==> src/rtl/two_window_interlock_controller_unit_defines.svh <==
// ----------------------------------------------------------------------------
// Assertion macros for the two-window interlock controller
// Shared property forms, clocked on clk and disabled during rst.
// ----------------------------------------------------------------------------
`ifndef TWO_WINDOW_INTERLOCK_CONTROLLER_UNIT_DEFINES_SVH
`define TWO_WINDOW_INTERLOCK_CONTROLLER_UNIT_DEFINES_SVH

// Same-cycle implication
`define TWIC_ASSERT_IMP(lbl, ante, cons, msg) \
  lbl: assert property (@(posedge clk) disable iff (rst) (ante) |-> (cons)) \
    else $error(msg);

// Next-cycle implication
`define TWIC_ASSERT_NEXT(lbl, ante, cons, msg) \
  lbl: assert property (@(posedge clk) disable iff (rst) (ante) |=> (cons)) \
    else $error(msg);

`endif

==> src/rtl/twic_pkg.sv <==
// ----------------------------------------------------------------------------
// twic_pkg
// Types and constants shared by the interlock controller modules.
// ----------------------------------------------------------------------------
package twic_pkg;

  // Config port
  localparam int unsigned CFG_INDEX_W = 3;
  localparam int unsigned CFG_DATA_W  = 32;

  // Register widths
  localparam int unsigned LOCK_W   = 16;
  localparam int unsigned REGEN_W  = 19;
  localparam int unsigned DEB_W    = 10;
  localparam int unsigned BLINK_W  = 16;
  localparam int unsigned POLL_W   = 8;
  localparam int unsigned AGE_W    = 11;
  localparam int unsigned TIMER_W  = 19;

  // Accepted register ranges
  localparam logic [CFG_DATA_W-1:0] LOCK_MIN  = 32'd200;
  localparam logic [CFG_DATA_W-1:0] LOCK_MAX  = 32'd60000;
  localparam logic [CFG_DATA_W-1:0] REGEN_MAX = 32'd300000;
  localparam logic [CFG_DATA_W-1:0] DEB_MIN   = 32'd5;
  localparam logic [CFG_DATA_W-1:0] DEB_MAX   = 32'd1000;
  localparam logic [CFG_DATA_W-1:0] BLINK_MIN = 32'd1;
  localparam logic [CFG_DATA_W-1:0] BLINK_MAX = 32'd65535;
  localparam logic [CFG_DATA_W-1:0] POLL_MIN  = 32'd1;
  localparam logic [CFG_DATA_W-1:0] POLL_MAX  = 32'd255;

  // Reset values
  localparam logic [LOCK_W-1:0]  LOCK_RST  = 16'd5000;
  localparam logic [REGEN_W-1:0] REGEN_RST = 19'd10000;
  localparam logic [DEB_W-1:0]   DEB_RST   = 10'd50;
  localparam logic [BLINK_W-1:0] BLINK_RST = 16'd500;
  localparam logic [POLL_W-1:0]  POLL_RST  = 8'd10;

  // Register indexes
  typedef enum logic [CFG_INDEX_W-1:0] {
    REG_LOCK_RELEASE = 3'd0,
    REG_REGEN        = 3'd1,
    REG_DEBOUNCE     = 3'd2,
    REG_BLINK        = 3'd3,
    REG_POLL         = 3'd4,
    REG_ACTIVE_LOW   = 3'd5,
    REG_BUZZER_EN    = 3'd6
  } cfg_reg_e;

  // Phases
  typedef enum logic [2:0] {
    PH_READY    = 3'd0,
    PH_UNLOCKED = 3'd1,
    PH_OPEN     = 3'd2,
    PH_REGEN    = 3'd3,
    PH_ALARM    = 3'd4
  } phase_e;

  // Window selection
  typedef enum logic [1:0] {
    WIN_VACANT = 2'd0,
    WIN_ONE    = 2'd1,
    WIN_TWO    = 2'd2
  } win_e;

  typedef struct packed {
    logic [LOCK_W-1:0]  lock_release_ms;
    logic [REGEN_W-1:0] regen_ms;
    logic [DEB_W-1:0]   debounce_ms;
    logic [BLINK_W-1:0] blink_half_ms;
    logic [POLL_W-1:0]  poll_step_ms;
    logic               inputs_active_low;
    logic               buzzer_enable;
  } cfg_t;

  // Debounced conditions for the current poll
  typedef struct packed {
    logic closed_one;
    logic closed_two;
    logic edge_one;
    logic edge_two;
    logic blink;
  } cond_t;

  // Lock, lamp and buzzer drive
  typedef struct packed {
    logic lock_one;
    logic lock_two;
    logic green_one;
    logic red_one;
    logic green_two;
    logic red_two;
    logic buzzer;
  } drive_t;

  localparam drive_t DRIVE_RST = '{lock_one: 1'b1, lock_two: 1'b1, default: 1'b0};

  // One result word
  typedef struct packed {
    phase_e             phase;
    win_e               active;
    drive_t             drive;
    logic               closed_one;
    logic               closed_two;
    logic [TIMER_W-1:0] elapsed;
  } result_t;

endpackage

==> src/rtl/twic_cfg.sv <==
// ----------------------------------------------------------------------------
// twic_cfg
// Timing and option registers with range check on write.
// ----------------------------------------------------------------------------
module twic_cfg (
  input  logic                               clk,
  input  logic                               rst,
  input  logic                               wr_en,
  input  logic [twic_pkg::CFG_INDEX_W-1:0]   wr_index,
  input  logic [twic_pkg::CFG_DATA_W-1:0]    wr_data,
  output twic_pkg::cfg_t                     cfg
);

  twic_pkg::cfg_t cfg_next;

  // Range-checked write; out-of-range data leaves the register alone
  always_comb begin
    cfg_next = cfg;
    if (wr_en) begin
      case (twic_pkg::cfg_reg_e'(wr_index))
        twic_pkg::REG_LOCK_RELEASE: begin
          if (wr_data >= twic_pkg::LOCK_MIN && wr_data <= twic_pkg::LOCK_MAX)
            cfg_next.lock_release_ms = wr_data[twic_pkg::LOCK_W-1:0];
        end
        twic_pkg::REG_REGEN: begin
          if (wr_data <= twic_pkg::REGEN_MAX)
            cfg_next.regen_ms = wr_data[twic_pkg::REGEN_W-1:0];
        end
        twic_pkg::REG_DEBOUNCE: begin
          if (wr_data >= twic_pkg::DEB_MIN && wr_data <= twic_pkg::DEB_MAX)
            cfg_next.debounce_ms = wr_data[twic_pkg::DEB_W-1:0];
        end
        twic_pkg::REG_BLINK: begin
          if (wr_data >= twic_pkg::BLINK_MIN && wr_data <= twic_pkg::BLINK_MAX)
            cfg_next.blink_half_ms = wr_data[twic_pkg::BLINK_W-1:0];
        end
        twic_pkg::REG_POLL: begin
          if (wr_data >= twic_pkg::POLL_MIN && wr_data <= twic_pkg::POLL_MAX)
            cfg_next.poll_step_ms = wr_data[twic_pkg::POLL_W-1:0];
        end
        twic_pkg::REG_ACTIVE_LOW: begin
          cfg_next.inputs_active_low = wr_data[0];
        end
        twic_pkg::REG_BUZZER_EN: begin
          cfg_next.buzzer_enable = wr_data[0];
        end
        default: begin
        end
      endcase
    end
  end

  always_ff @(posedge clk) begin
    if (rst) begin
      cfg.lock_release_ms   <= twic_pkg::LOCK_RST;
      cfg.regen_ms          <= twic_pkg::REGEN_RST;
      cfg.debounce_ms       <= twic_pkg::DEB_RST;
      cfg.blink_half_ms     <= twic_pkg::BLINK_RST;
      cfg.poll_step_ms      <= twic_pkg::POLL_RST;
      cfg.inputs_active_low <= 1'b1;
      cfg.buzzer_enable     <= 1'b1;
    end else begin
      cfg <= cfg_next;
    end
  end

endmodule

==> src/rtl/twic_debounce.sv <==
// ----------------------------------------------------------------------------
// twic_debounce
// Four input debouncers, button edge detect and the blink generator.
// ----------------------------------------------------------------------------
module twic_debounce (
  input  logic           clk,
  input  logic           rst,
  input  logic           step,
  input  twic_pkg::cfg_t cfg,
  input  logic [3:0]     raw,
  output twic_pkg::cond_t cond
);

  localparam int unsigned AW = twic_pkg::AGE_W;
  localparam int unsigned BW = twic_pkg::BLINK_W;

  logic [3:0]          stable, stable_next;
  logic [3:0]          last_raw, last_raw_next;
  logic [AW-1:0]       age [4];
  logic [AW-1:0]       age_next [4];
  logic [AW-1:0]       age_eff [4];
  logic [AW:0]         age_sum [4];
  logic [1:0]          button_prev, button_prev_next;
  logic                blink_state, blink_state_next;
  logic [BW-1:0]       blink_timer, blink_timer_next;
  logic [BW-1:0]       blink_eff;
  logic [BW:0]         blink_sum;
  logic                blink_wrap;

  // Per-input debounce: restart age on a level change, accept once held
  always_comb begin
    for (int i = 0; i < 4; i++) begin
      last_raw_next[i] = raw[i] ^ cfg.inputs_active_low;
      age_eff[i]       = (last_raw_next[i] != last_raw[i]) ? '0 : age[i];
      stable_next[i]   = (age_eff[i] >= {1'b0, cfg.debounce_ms}) ?
                         last_raw_next[i] : stable[i];
      age_sum[i]       = {1'b0, age_eff[i]} + (AW+1)'(cfg.poll_step_ms);
      age_next[i]      = age_sum[i][AW] ? '1 : age_sum[i][AW-1:0];
    end
  end

  // Rising edges of the debounced buttons (index 0 and 2)
  assign button_prev_next = {stable_next[2], stable_next[0]};

  // Blink half period
  assign blink_wrap       = (blink_timer >= cfg.blink_half_ms);
  assign blink_state_next = blink_state ^ blink_wrap;
  assign blink_eff        = blink_wrap ? '0 : blink_timer;
  assign blink_sum        = {1'b0, blink_eff} + (BW+1)'(cfg.poll_step_ms);
  assign blink_timer_next = blink_sum[BW] ? '1 : blink_sum[BW-1:0];

  assign cond.closed_one = stable_next[1];
  assign cond.closed_two = stable_next[3];
  assign cond.edge_one   = stable_next[0] & ~button_prev[0];
  assign cond.edge_two   = stable_next[2] & ~button_prev[1];
  assign cond.blink      = blink_state_next;

  always_ff @(posedge clk) begin
    if (rst) begin
      stable      <= '0;
      last_raw    <= '0;
      for (int i = 0; i < 4; i++) age[i] <= '0;
      button_prev <= '0;
      blink_state <= 1'b0;
      blink_timer <= '0;
    end else if (step) begin
      stable      <= stable_next;
      last_raw    <= last_raw_next;
      for (int i = 0; i < 4; i++) age[i] <= age_next[i];
      button_prev <= button_prev_next;
      blink_state <= blink_state_next;
      blink_timer <= blink_timer_next;
    end
  end

endmodule

==> src/rtl/twic_phase.sv <==
// ----------------------------------------------------------------------------
// twic_phase
// Five-phase interlock sequencer with phase timer and output drive.
// ----------------------------------------------------------------------------
module twic_phase (
  input  logic              clk,
  input  logic              rst,
  input  logic              step,
  input  twic_pkg::cfg_t    cfg,
  input  twic_pkg::cond_t   cond,
  output twic_pkg::result_t res
);

  localparam int unsigned TW = twic_pkg::TIMER_W;

  twic_pkg::phase_e phase, ph;
  twic_pkg::win_e   active, act;
  twic_pkg::drive_t drive, d;
  logic [TW-1:0]    timer, tmr, timer_next;
  logic [TW:0]      timer_sum;
  logic             auth_one, auth_two, anomaly, one, closed;

  assign auth_one = (active == twic_pkg::WIN_ONE) &&
                    (phase == twic_pkg::PH_UNLOCKED || phase == twic_pkg::PH_OPEN);
  assign auth_two = (active == twic_pkg::WIN_TWO) &&
                    (phase == twic_pkg::PH_UNLOCKED || phase == twic_pkg::PH_OPEN);
  assign anomaly  = (!cond.closed_one && !auth_one) || (!cond.closed_two && !auth_two);

  // Window the unlocked / open phases are working on
  assign one    = (active == twic_pkg::WIN_ONE);
  assign closed = one ? cond.closed_one : cond.closed_two;

  // Phase step
  always_comb begin
    ph  = phase;
    act = active;
    tmr = timer;
    d   = drive;
    // unauthorized open window overrides everything
    if (anomaly && phase != twic_pkg::PH_ALARM) begin
      ph  = twic_pkg::PH_ALARM;
      act = twic_pkg::WIN_VACANT;
      tmr = '0;
    end
    case (ph)
      twic_pkg::PH_READY: begin
        d.lock_one  = 1'b1;
        d.lock_two  = 1'b1;
        d.green_one = 1'b1;
        d.red_one   = 1'b0;
        d.green_two = 1'b1;
        d.red_two   = 1'b0;
        if (cond.edge_one) begin
          act        = twic_pkg::WIN_ONE;
          d.lock_one = 1'b0;
          ph         = twic_pkg::PH_UNLOCKED;
          tmr        = '0;
        end else if (cond.edge_two) begin
          act        = twic_pkg::WIN_TWO;
          d.lock_two = 1'b0;
          ph         = twic_pkg::PH_UNLOCKED;
          tmr        = '0;
        end
      end
      twic_pkg::PH_UNLOCKED: begin
        d.green_one = one & cond.blink;
        d.red_one   = ~one;
        d.green_two = ~one & cond.blink;
        d.red_two   = one;
        if (!closed) begin
          if (one) d.lock_one = 1'b1;
          else     d.lock_two = 1'b1;
          ph  = twic_pkg::PH_OPEN;
          tmr = '0;
        end else if (tmr >= TW'(cfg.lock_release_ms)) begin
          if (one) d.lock_one = 1'b1;
          else     d.lock_two = 1'b1;
          act = twic_pkg::WIN_VACANT;
          ph  = twic_pkg::PH_READY;
          tmr = '0;
        end
      end
      twic_pkg::PH_OPEN: begin
        d.green_one = one & cond.blink;
        d.red_one   = ~one;
        d.green_two = ~one & cond.blink;
        d.red_two   = one;
        if (closed) begin
          ph  = twic_pkg::PH_REGEN;
          tmr = '0;
        end
      end
      twic_pkg::PH_REGEN: begin
        d.lock_one  = 1'b1;
        d.lock_two  = 1'b1;
        d.green_one = 1'b0;
        d.red_one   = 1'b1;
        d.green_two = 1'b0;
        d.red_two   = 1'b1;
        if (tmr >= cfg.regen_ms) begin
          act = twic_pkg::WIN_VACANT;
          ph  = twic_pkg::PH_READY;
          tmr = '0;
        end
      end
      twic_pkg::PH_ALARM: begin
        d.lock_one  = 1'b1;
        d.lock_two  = 1'b1;
        d.green_one = cond.blink;
        d.red_one   = ~cond.blink;
        d.green_two = ~cond.blink;
        d.red_two   = cond.blink;
        d.buzzer    = cfg.buzzer_enable & cond.blink;
        if (!anomaly) begin
          d.buzzer = 1'b0;
          ph       = twic_pkg::PH_REGEN;
          tmr      = '0;
        end
      end
      default: begin
      end
    endcase
  end

  // Saturating phase timer
  assign timer_sum  = {1'b0, tmr} + (TW+1)'(cfg.poll_step_ms);
  assign timer_next = timer_sum[TW] ? '1 : timer_sum[TW-1:0];

  assign res.phase      = ph;
  assign res.active     = act;
  assign res.drive      = d;
  assign res.closed_one = cond.closed_one;
  assign res.closed_two = cond.closed_two;
  assign res.elapsed    = tmr;

  always_ff @(posedge clk) begin
    if (rst) begin
      phase  <= twic_pkg::PH_REGEN;
      active <= twic_pkg::WIN_VACANT;
      timer  <= '0;
      drive  <= twic_pkg::DRIVE_RST;
    end else if (step) begin
      phase  <= ph;
      active <= act;
      timer  <= timer_next;
      drive  <= d;
    end
  end

endmodule

==> src/rtl/two_window_interlock_controller_unit.sv <==
// ----------------------------------------------------------------------------
// two_window_interlock_controller_unit
// Usage:
//   Input channel (in_valid / in_stall): one poll word per accepted cycle,
//   carrying the four raw levels; each poll advances time by the poll step.
//   Output channel (out_valid / out_stall): one result word per poll.
//   Config channel (cfg_valid / cfg_ready, cfg_index, cfg_data): cfg_ready is
//   always high; out-of-range timing values are dropped, unknown indexes too.
//   Write config only while no poll is in flight.
// Latency: the result for a poll appears on the cycle after acceptance.
// Throughput: one poll per cycle unless out_stall holds the output word; the whole
//   poll (debounce, edge, blink, phase step) is combinational and lands in the output register.
// Stall: while the output word is held by out_stall, in_stall is raised;
//   a poll is taken in the same cycle the waiting word leaves.
// Reset: synchronous on rst; phase starts in regeneration, both locks
//   engaged, lamps and buzzer off, all timers at zero.
// ----------------------------------------------------------------------------
`include "two_window_interlock_controller_unit_defines.svh"

module two_window_interlock_controller_unit (
  input  logic                             clk,
  input  logic                             rst,
  // Poll input
  input  logic                             in_valid,
  output logic                             in_stall,
  input  logic                             button_one_raw,
  input  logic                             closed_one_raw,
  input  logic                             button_two_raw,
  input  logic                             closed_two_raw,
  // Result output
  output logic                             out_valid,
  input  logic                             out_stall,
  output logic [2:0]                       phase_now,
  output logic [1:0]                       active_window,
  output logic                             lock_one_engaged,
  output logic                             lock_two_engaged,
  output logic                             green_one,
  output logic                             red_one,
  output logic                             green_two,
  output logic                             red_two,
  output logic                             buzzer_on,
  output logic                             window_one_closed,
  output logic                             window_two_closed,
  output logic [twic_pkg::TIMER_W-1:0]     phase_elapsed_ms,
  // Configuration write
  input  logic                             cfg_valid,
  output logic                             cfg_ready,
  input  logic [twic_pkg::CFG_INDEX_W-1:0] cfg_index,
  input  logic [twic_pkg::CFG_DATA_W-1:0]  cfg_data
);

  twic_pkg::cfg_t    cfg;
  twic_pkg::cond_t   cond;
  twic_pkg::result_t res;
  twic_pkg::result_t out_word;
  logic              step;
  logic              out_valid_next;

  assign cfg_ready = 1'b1;

  // Take a poll unless a finished word is still held
  assign in_stall = out_valid & out_stall;
  assign step     = in_valid & ~in_stall;

  twic_cfg u_cfg (
    .clk      (clk),
    .rst      (rst),
    .wr_en    (cfg_valid & cfg_ready),
    .wr_index (cfg_index),
    .wr_data  (cfg_data),
    .cfg      (cfg)
  );

  twic_debounce u_debounce (
    .clk  (clk),
    .rst  (rst),
    .step (step),
    .cfg  (cfg),
    .raw  ({closed_two_raw, button_two_raw, closed_one_raw, button_one_raw}),
    .cond (cond)
  );

  twic_phase u_phase (
    .clk  (clk),
    .rst  (rst),
    .step (step),
    .cfg  (cfg),
    .cond (cond),
    .res  (res)
  );

  // Output register
  always_comb begin
    out_valid_next = out_valid;
    if (step)            out_valid_next = 1'b1;
    else if (!out_stall) out_valid_next = 1'b0;
  end

  always_ff @(posedge clk) begin
    if (rst) begin
      out_valid <= 1'b0;
    end else begin
      out_valid <= out_valid_next;
    end
  end

  always_ff @(posedge clk) begin
    if (step) begin
      out_word <= res;
    end
  end

  assign phase_now         = out_word.phase;
  assign active_window     = out_word.active;
  assign lock_one_engaged  = out_word.drive.lock_one;
  assign lock_two_engaged  = out_word.drive.lock_two;
  assign green_one         = out_word.drive.green_one;
  assign red_one           = out_word.drive.red_one;
  assign green_two         = out_word.drive.green_two;
  assign red_two           = out_word.drive.red_two;
  assign buzzer_on         = out_word.drive.buzzer;
  assign window_one_closed = out_word.closed_one;
  assign window_two_closed = out_word.closed_two;
  assign phase_elapsed_ms  = out_word.elapsed;

  // Checks
  `TWIC_ASSERT_NEXT(a_step_gives_word, step, out_valid, "accepted poll produced no result word")
  `TWIC_ASSERT_IMP(a_held_word_blocks, out_valid && out_stall, in_stall, "poll taken over held word")
  `TWIC_ASSERT_IMP(a_alarm_locked, out_valid && phase_now == twic_pkg::PH_ALARM, lock_one_engaged && lock_two_engaged, "alarm with a lock released")
  `TWIC_ASSERT_IMP(a_ready_no_window, out_valid && phase_now == twic_pkg::PH_READY, active_window == twic_pkg::WIN_VACANT, "ready phase with an active window")
  `TWIC_ASSERT_IMP(a_buzzer_only_alarm, out_valid && buzzer_on, phase_now == twic_pkg::PH_ALARM, "buzzer on outside alarm")

endmodule
==> config.mk <==
export PLATFORM = sky130hd
export DESIGN_NAME = two_window_interlock_controller_unit
export DESIGN_NICKNAME = d
export VERILOG_FILES = /design/src/rtl/twic_pkg.sv /design/src/rtl/twic_cfg.sv /design/src/rtl/twic_debounce.sv /design/src/rtl/twic_phase.sv /design/src/rtl/two_window_interlock_controller_unit.sv
export VERILOG_INCLUDE_DIRS = /design/src /design/src/rtl
export SDC_FILE = /design/constraint.sdc
export NUM_CORES = 1
export LEC_CHECK = 0
export BUFFER_PORTS_ARGS = -buffer_cell sky130_fd_sc_hd__buf_2
export CAP_MARGIN = 20
export CORE_ASPECT_RATIO = 1.25
export CORE_UTILIZATION = 30
export DETAILED_ROUTE_END_ITERATION = 8
export GPL_TIMING_DRIVEN = 1
export PLACE_DENSITY_LB_ADDON = 0.25
export SYNTH_ARGS = -nofsm -noshare
export SYNTH_HDL_FRONTEND = slang
export SYNTH_SLANG_ARGS = --single-unit
==> constraint.sdc <==
create_clock -name clk -period 10.1 [get_ports clk]
set_clock_uncertainty 0.15 [all_clocks]
set_input_delay 0 -clock clk [delete_from_list [all_inputs] [get_ports clk]]
set_output_delay 0 -clock clk [all_outputs]
set_load 0.02 [all_outputs]
==> qor.txt, run 1 <==
die area: 45500 sq um
most frequent cells in the layout: 131 x ha_1, 128 x dfxtp_1, 123 x a21oi_1
Crit Path Category: flop to flop
Worst Hold End: u_debounce.stable[3]$_SDFFE_PP0P_
DRC: 0
register area share after synthesis: 0.364
DRT Wirelength: 38.4 mm
Total Neg Setup Slack: 0 ns
Power Dens Cells: 140 nW/um^2
hold_ws: 0.0250 ns
R2R cell count: 35
r2r setup slk: 0.89 ns
initial antenna violation count: 0
core area: 44100 sq um
commonest non-fill, non-tap cell in the layout: ha_1
RR Endpoint: u_phase.timer[14]$_SDFFE_PP0P_
Tcrit/Tclk final: 0.912
Initial DRT Pass Iterations: 5
Die Wd: 191 um
Remaining Overflow, GRT: 0
VDD IR max: 0.0920 mV
first-pass GRT wire length: 60.9 mm
vias per cell: 5.13
hold path start: out_stall
status: completed
Overall Power: 2170 uW
HP Class: primary input to flop
Clock Latency Late Sink: 0.54 ns
post-CTS setup buffers: 0
CTS Sinks: 205
Global Route Usage Sum: 0.170
Crit Path Max Fanout: 31
ratio of cells with drive above 1 in the final layout: 0.100
Worst Setup Start Kind: flop
Setup crit end kind: flop
Synth Cell Area: 13400 sq um
post-route ant nets: 0
M1 GR Usage: 0.199
Max transition margin: 0.315
CTS H-tree lvls: 1
largest net degree at the start of global routing: 71
Hold Crit Depth: 6
Clock Path Buffers: 3
max-slew violations: 0
final hold vios: 0
vias in the first global route: 11100
Initial Util: 0.304
slowest stage delay, CP: 0.56 ns
Diodes inserted: 0
number of nets in the layout: 1766
cts hold-fix bufs: 34
CTS clk-pin slew, worst paths: 0.06 ns
Routed WL per cell: 17.7 um
initial drt markers: 504
CTS tree: built
GP Congestion: 0.885
Syn Nets: 1684
cts bufs inserted: 24
Worst Tran Pin Value: 1.02 ns
DIE HEIGHT: 238 um
met3 GRT Util: 0.0178
Slowest-stage cell, CP: xnor3_2
CTS Root Cell: clkbuf_16
CP Data Required Time: 10.33 ns
Via Count: 11200
Avg Inst Size Synth: 8.91 sq um
MaxCap Viol Count: 0
Syn Inst Count: 1503
CP Data Arrival Time: 9.44 ns
Top FF cell, synth: dfxtp_1
Post-synth EDFFs: 77
Resized cells post-CTS: 0
P&R area growth vs syn: 15.4%
FP Rows: 86
Distinct cells, synth: 90
Period minus WS final: 9.21 ns
maximum clock frequency: 109 MHz
Setup-failing EPs final: 0
RSZ-0062 raised after global routing: false
IO Port Bufs: 78
I/O pins: 80
post-synthesis async set-or-reset flop share: 0
#FFs+latches synth: 205
Top Usage Layer GRT: met2
DP Wirelength: 27.4 mm
synth warn: 0
GRT met2 Usage: 0.320
worst r2r src: u_cfg.cfg[1]$_SDFFE_PP1P_
cell leakage power: 0.00682 uW
-- sequential cells by signal, summed over array words and instances, names as in the netlist, 2 cells and up --
signal,count
u_phase.active,2
u_debounce.age,44
phase_elapsed_ms,19
u_phase.phase,3
active_window,2
u_phase.timer,19
u_debounce.stable,3
u_debounce.last_raw,4
phase_now,3
u_phase.drive,7
u_cfg.cfg,71
u_debounce.blink_timer,16
-- report_power, final --
group	internal [uW]	total [uW]	switching, uW
Clock	519	896	377
Combinational	134	358	224
Sequential	895	914	19.1
-- area by class of cell --
class                   count  area [sq um]
fillers                  4544         28700
multi-input cells        1115          7820
flip-flops and latches    205          4870
repair buffers            124           821
well taps                 572           716
clock buffers              29           661
inverters                 115           433
clock inverters            15           141
-- how the worst max path moves through the flow --
stage               slack (ns)  cells past startpoint                       from                             end
finish                    0.89                     35  u_cfg.cfg[1]$_SDFFE_PP1P_  u_phase.timer[14]$_SDFFE_PP0P_
global route              0.08                     37  u_cfg.cfg[1]$_SDFFE_PP1P_  u_phase.timer[16]$_SDFFE_PP0P_
CTS                       0.89                     35  u_cfg.cfg[1]$_SDFFE_PP1P_  u_phase.timer[14]$_SDFFE_PP0P_
detailed placement        0.93                     35  u_cfg.cfg[1]$_SDFFE_PP1P_  u_phase.timer[14]$_SDFFE_PP0P_
global placement          1.06                     35  u_cfg.cfg[1]$_SDFFE_PP1P_  u_phase.timer[14]$_SDFFE_PP0P_
floorplan                 1.83                     41  u_cfg.cfg[1]$_SDFFE_PP1P_  u_phase.timer[14]$_SDFFE_PP0P_
-- through the flow --
stage / setup slack (ns) / cell area, sq um / util / std cells
CTS: 0.892 / 15500 / 0.351 / 2175
floorplan: 1.83 / 13400 / - / 1503
finish: 0.891 / 15500 / 0.351 / 2175
global route: 0.0755 / 15500 / 0.351 / 2175
detailed placement: 0.927 / 14300 / 0.325 / 2097
global placement: 1.06 / 14300 / 0.325 / 2097
-- routing by layer --
layer	up-vias	wire, um
met5	-	0
met4	0	910
met3	46	1100
met2	163	20200
met1	5415	16200
li1	5544	-
-- logic make-up (layout without fill, tap and decap cells) --
group | count (synthesis) | after routing | synth area share
adders and majority gates | 141 | 141 | 0.134
AOI/OAI and AO/OA | 389 | 389 | 0.189
and+or+nand+nor | 470 | 470 | 0.177
other | 1 | 1 | 0.000280
muxes | 64 | 64 | 0.0482
buffers and inverters | 183 | 283 | 0.0529
DFF | 205 | 205 | 0.364
xor gates and xnor gates | 50 | 50 | 0.0349
-- synthesized netlist by cell type (34+ instances only) --
cell type  count  area [sq um]
mux2i_1       63           631
nand2_1      108           405
and2_1        77           482
xnor2_1       34           298
ha_1         131          1640
o21ai_0       76           380
a21o_1        38           285
inv_1        113           424
nor2_1       114           428
edfxtp_1      77          2310
clkbuf_1      62           233
a21oi_1      123           616
dfxtp_1      128          2560
-- critical path: cells and delay by family, from the launching register on --
family,cells,cell delay (ns)
compound gates,22,5.09
xor+xnor,1,0.56
fa+ha+maj,3,0.74
buf+inv,1,0.28
flops,1,0.53
simple gates,8,1.67
Power figures use the tool's default switching activity.
==> run 2, diff against run 1 <==
--- a/config.mk
+++ b/config.mk
@@ -6,6 +6,7 @@
 export SDC_FILE = /design/constraint.sdc
 export NUM_CORES = 1
 export LEC_CHECK = 0
+export ABC_AREA = 1
 export BUFFER_PORTS_ARGS = -buffer_cell sky130_fd_sc_hd__buf_2
 export CAP_MARGIN = 20
 export CORE_ASPECT_RATIO = 1.25
==> qor.txt, run 2 <==
status: completed
max reg flops: 71
Largest regs: u_cfg.cfg (71), u_debounce.age (44)
ratio of cells with drive above 1 in the final layout: 0.0955
P&R area growth vs syn: 16.4%
Syn Nets: 1915
Setup-failing EPs final: 0
area of the multi-input gates: 7020 sq um
Clock Latency Late Sink: 0.53 ns
GP Congestion: 0.884
Comb power frac: 0.127
initial drt markers: 762
count leader, synth: inv_1
Clock Path Buffers: 3
CTS clk-pin slew, worst paths: 0.07 ns
Power Dens Cells: 127 nW/um^2
MaxCap Viol Count: 0
CTS tree: built
Total Neg Setup Slack: 0 ns
RSZ-0062 raised after global routing: false
pre-CTS setup slack: 1.78 ns
vias in the first global route: 11400
initial antenna violation count: 0
Global Route Usage Sum: 0.175
Period minus WS final: 8.33 ns
#FFs+latches synth: 205
largest net degree at the start of global routing: 72
post-synthesis async set-or-reset flop share: 0
core area: 43300 sq um
max-slew violations: 0
CP Data Arrival Time: 8.61 ns
DRC: 0
most frequent cells after synthesis: 304 x inv_1, 282 x nand2_1, 166 x a21oi_1
Clock power frac: 0.413
commonest non-fill, non-tap cell in the layout: inv_1
CTS Sinks: 205
Worst Setup SP: u_cfg.cfg[1]$_SDFFE_PP1P_
DIE HEIGHT: 237 um
sw power: 538 uW
Tcrit/Tclk final: 0.825
Resized cells post-CTS: 0
Initial DRT Pass Iterations: 5
VDD IR max: 0.0995 mV
number of nets in the layout: 2031
Worst Setup Start Kind: flop
register area: 4870 sq um
Int Pwr: 1420 uW
Distinct cells, synth: 56
hold path start: cfg_data[31]
Synth Cell Area: 13300 sq um
cts bufs inserted: 23
DP Wirelength: 28.7 mm
top area cells in the synthesized netlist: dfxtp_1 19%, edfxtp_1 17%, ha_1 12%
maximum clock frequency: 120 MHz
most frequent cells in the layout: 303 x inv_1, 281 x nand2_1, 166 x a21oi_1
Die Wd: 190 um
Diodes inserted: 0
cell leakage power: 0.00719 uW
I/O pins: 80
fillers: 4518
Setup crit end kind: flop
Routed WL per cell: 16.1 um
Remaining Overflow, GRT: 0
final hold vios: 0
vias per cell: 4.79
first-pass GRT wire length: 61.7 mm
synth warn: 0
dominant cell type by area after synthesis: dfxtp_1
Most Frequent Cell on Critical Path: nand2_1
FP Rows: 85
worst setup margin: 1.77 ns
die area: 45000 sq um
CTS H-tree lvls: 1
Max transition margin: 0.352
Worst Tran Pin Value: 0.972 ns
CTS Root Cell: clkbuf_16
register area share after synthesis: 0.368
Syn Inst Count: 1734
CP Data Required Time: 10.38 ns
Avg Inst Size Synth: 7.64 sq um
DRT Wirelength: 39.1 mm
Post-synth EDFFs: 77
worst r2r src: u_cfg.cfg[1]$_SDFFE_PP1P_
Via Count: 11600
post-route ant nets: 0
slowest stage delay, CP: 0.56 ns
switching share of power: 0.275
Initial Util: 0.306
Top FF cell, synth: dfxtp_1
Synth top area share: 0.193
Crit Path Category: flop to flop
Crit Path Max Fanout: 20
Largest Register: u_cfg.cfg
HP Class: primary input to flop
IO Port Bufs: 78
Slowest-stage cell, CP: inv_1
sequential fraction of design power: 0.460
==> run 2: path summary, 6_finish.rpt <==
check,endpoint,slack (ns),cells past startpoint
min reg2reg,u_phase.timer[11]$_SDFFE_PP0P_,0.30,2
min,u_cfg.cfg[39]$_SDFFE_PP0P_,0.04,6
max,u_phase.timer[16]$_SDFFE_PP0P_,1.77,57
max reg2reg,u_phase.timer[16]$_SDFFE_PP0P_,1.77,57
==> run 2: cells by family after synthesis <==
logic type / count (synthesis) / synth area share
fa+ha+maj: 137 / 0.133
flops: 205 / 0.368
xor+xnor: 48 / 0.0317
compound gates: 396 / 0.167
simple gates: 588 / 0.196
buf+inv: 359 / 0.104
other cells: 1 / 0.000283
==> run 2: per-stage QoR <==
stage               instance area [sq um]  std cells  power, uW  utilization  hold slack (ns)
floorplan                           13300       1734       1080            -          -0.0236
global placement                    14200       2344       1150        0.329            0.120
detailed placement                  14200       2344       1160        0.329            0.147
CTS                                 15400       2428       1980        0.356           0.0627
global route                        15400       2429       2040        0.356           0.0643
finish                              15400       2429       1960        0.356           0.0362
==> run 2: cell type report <==
type	instances	share of cell area
Multi-Input combinational cell	1170	0.455
Sequential cell	205	0.316
Inverter	318	0.0775
Timing Repair Buffer	132	0.0602
Tap cell	565	0.0458
Clock buffer	25	0.0384
Clock inverter	14	0.00681
==> run 2: power groups by stage <==
stage,Clock (uW),Sequential (uW),Combinational [uW]
finish,808,899,249
global route,860,902,281
CTS,834,899,250
detailed placement,0,917,239
global placement,0,917,237
floorplan,0,924,156
==> run 2: critical path, delay by kind of cell, from the launching register on <==
kind | cells | cell delay, ns
DFF | 1 | 0.49
adders and majority gates | 4 | 1.21
and+or+nand+nor | 40 | 4.09
buffers and inverters | 6 | 0.94
AOI/OAI and AO/OA | 7 | 1.33
==> run 2: routing by layer <==
layer | vias up | track usage | wire [um]
met5 | - | 0 | 0
met4 | 0 | 0.0587 | 981
met3 | 47 | 0.0193 | 1250
met2 | 177 | 0.330 | 20300
met1 | 5434 | 0.202 | 16500
li1 | 5987 | - | -
==> run 2: timing repair <==
| action | in CTS | in global routing |
|---|---|---|
| hold buffers | 45 | 0 |
| endpoints found under the hold margin | 78 | 0 |
| buffers inserted | 0 | 0 |
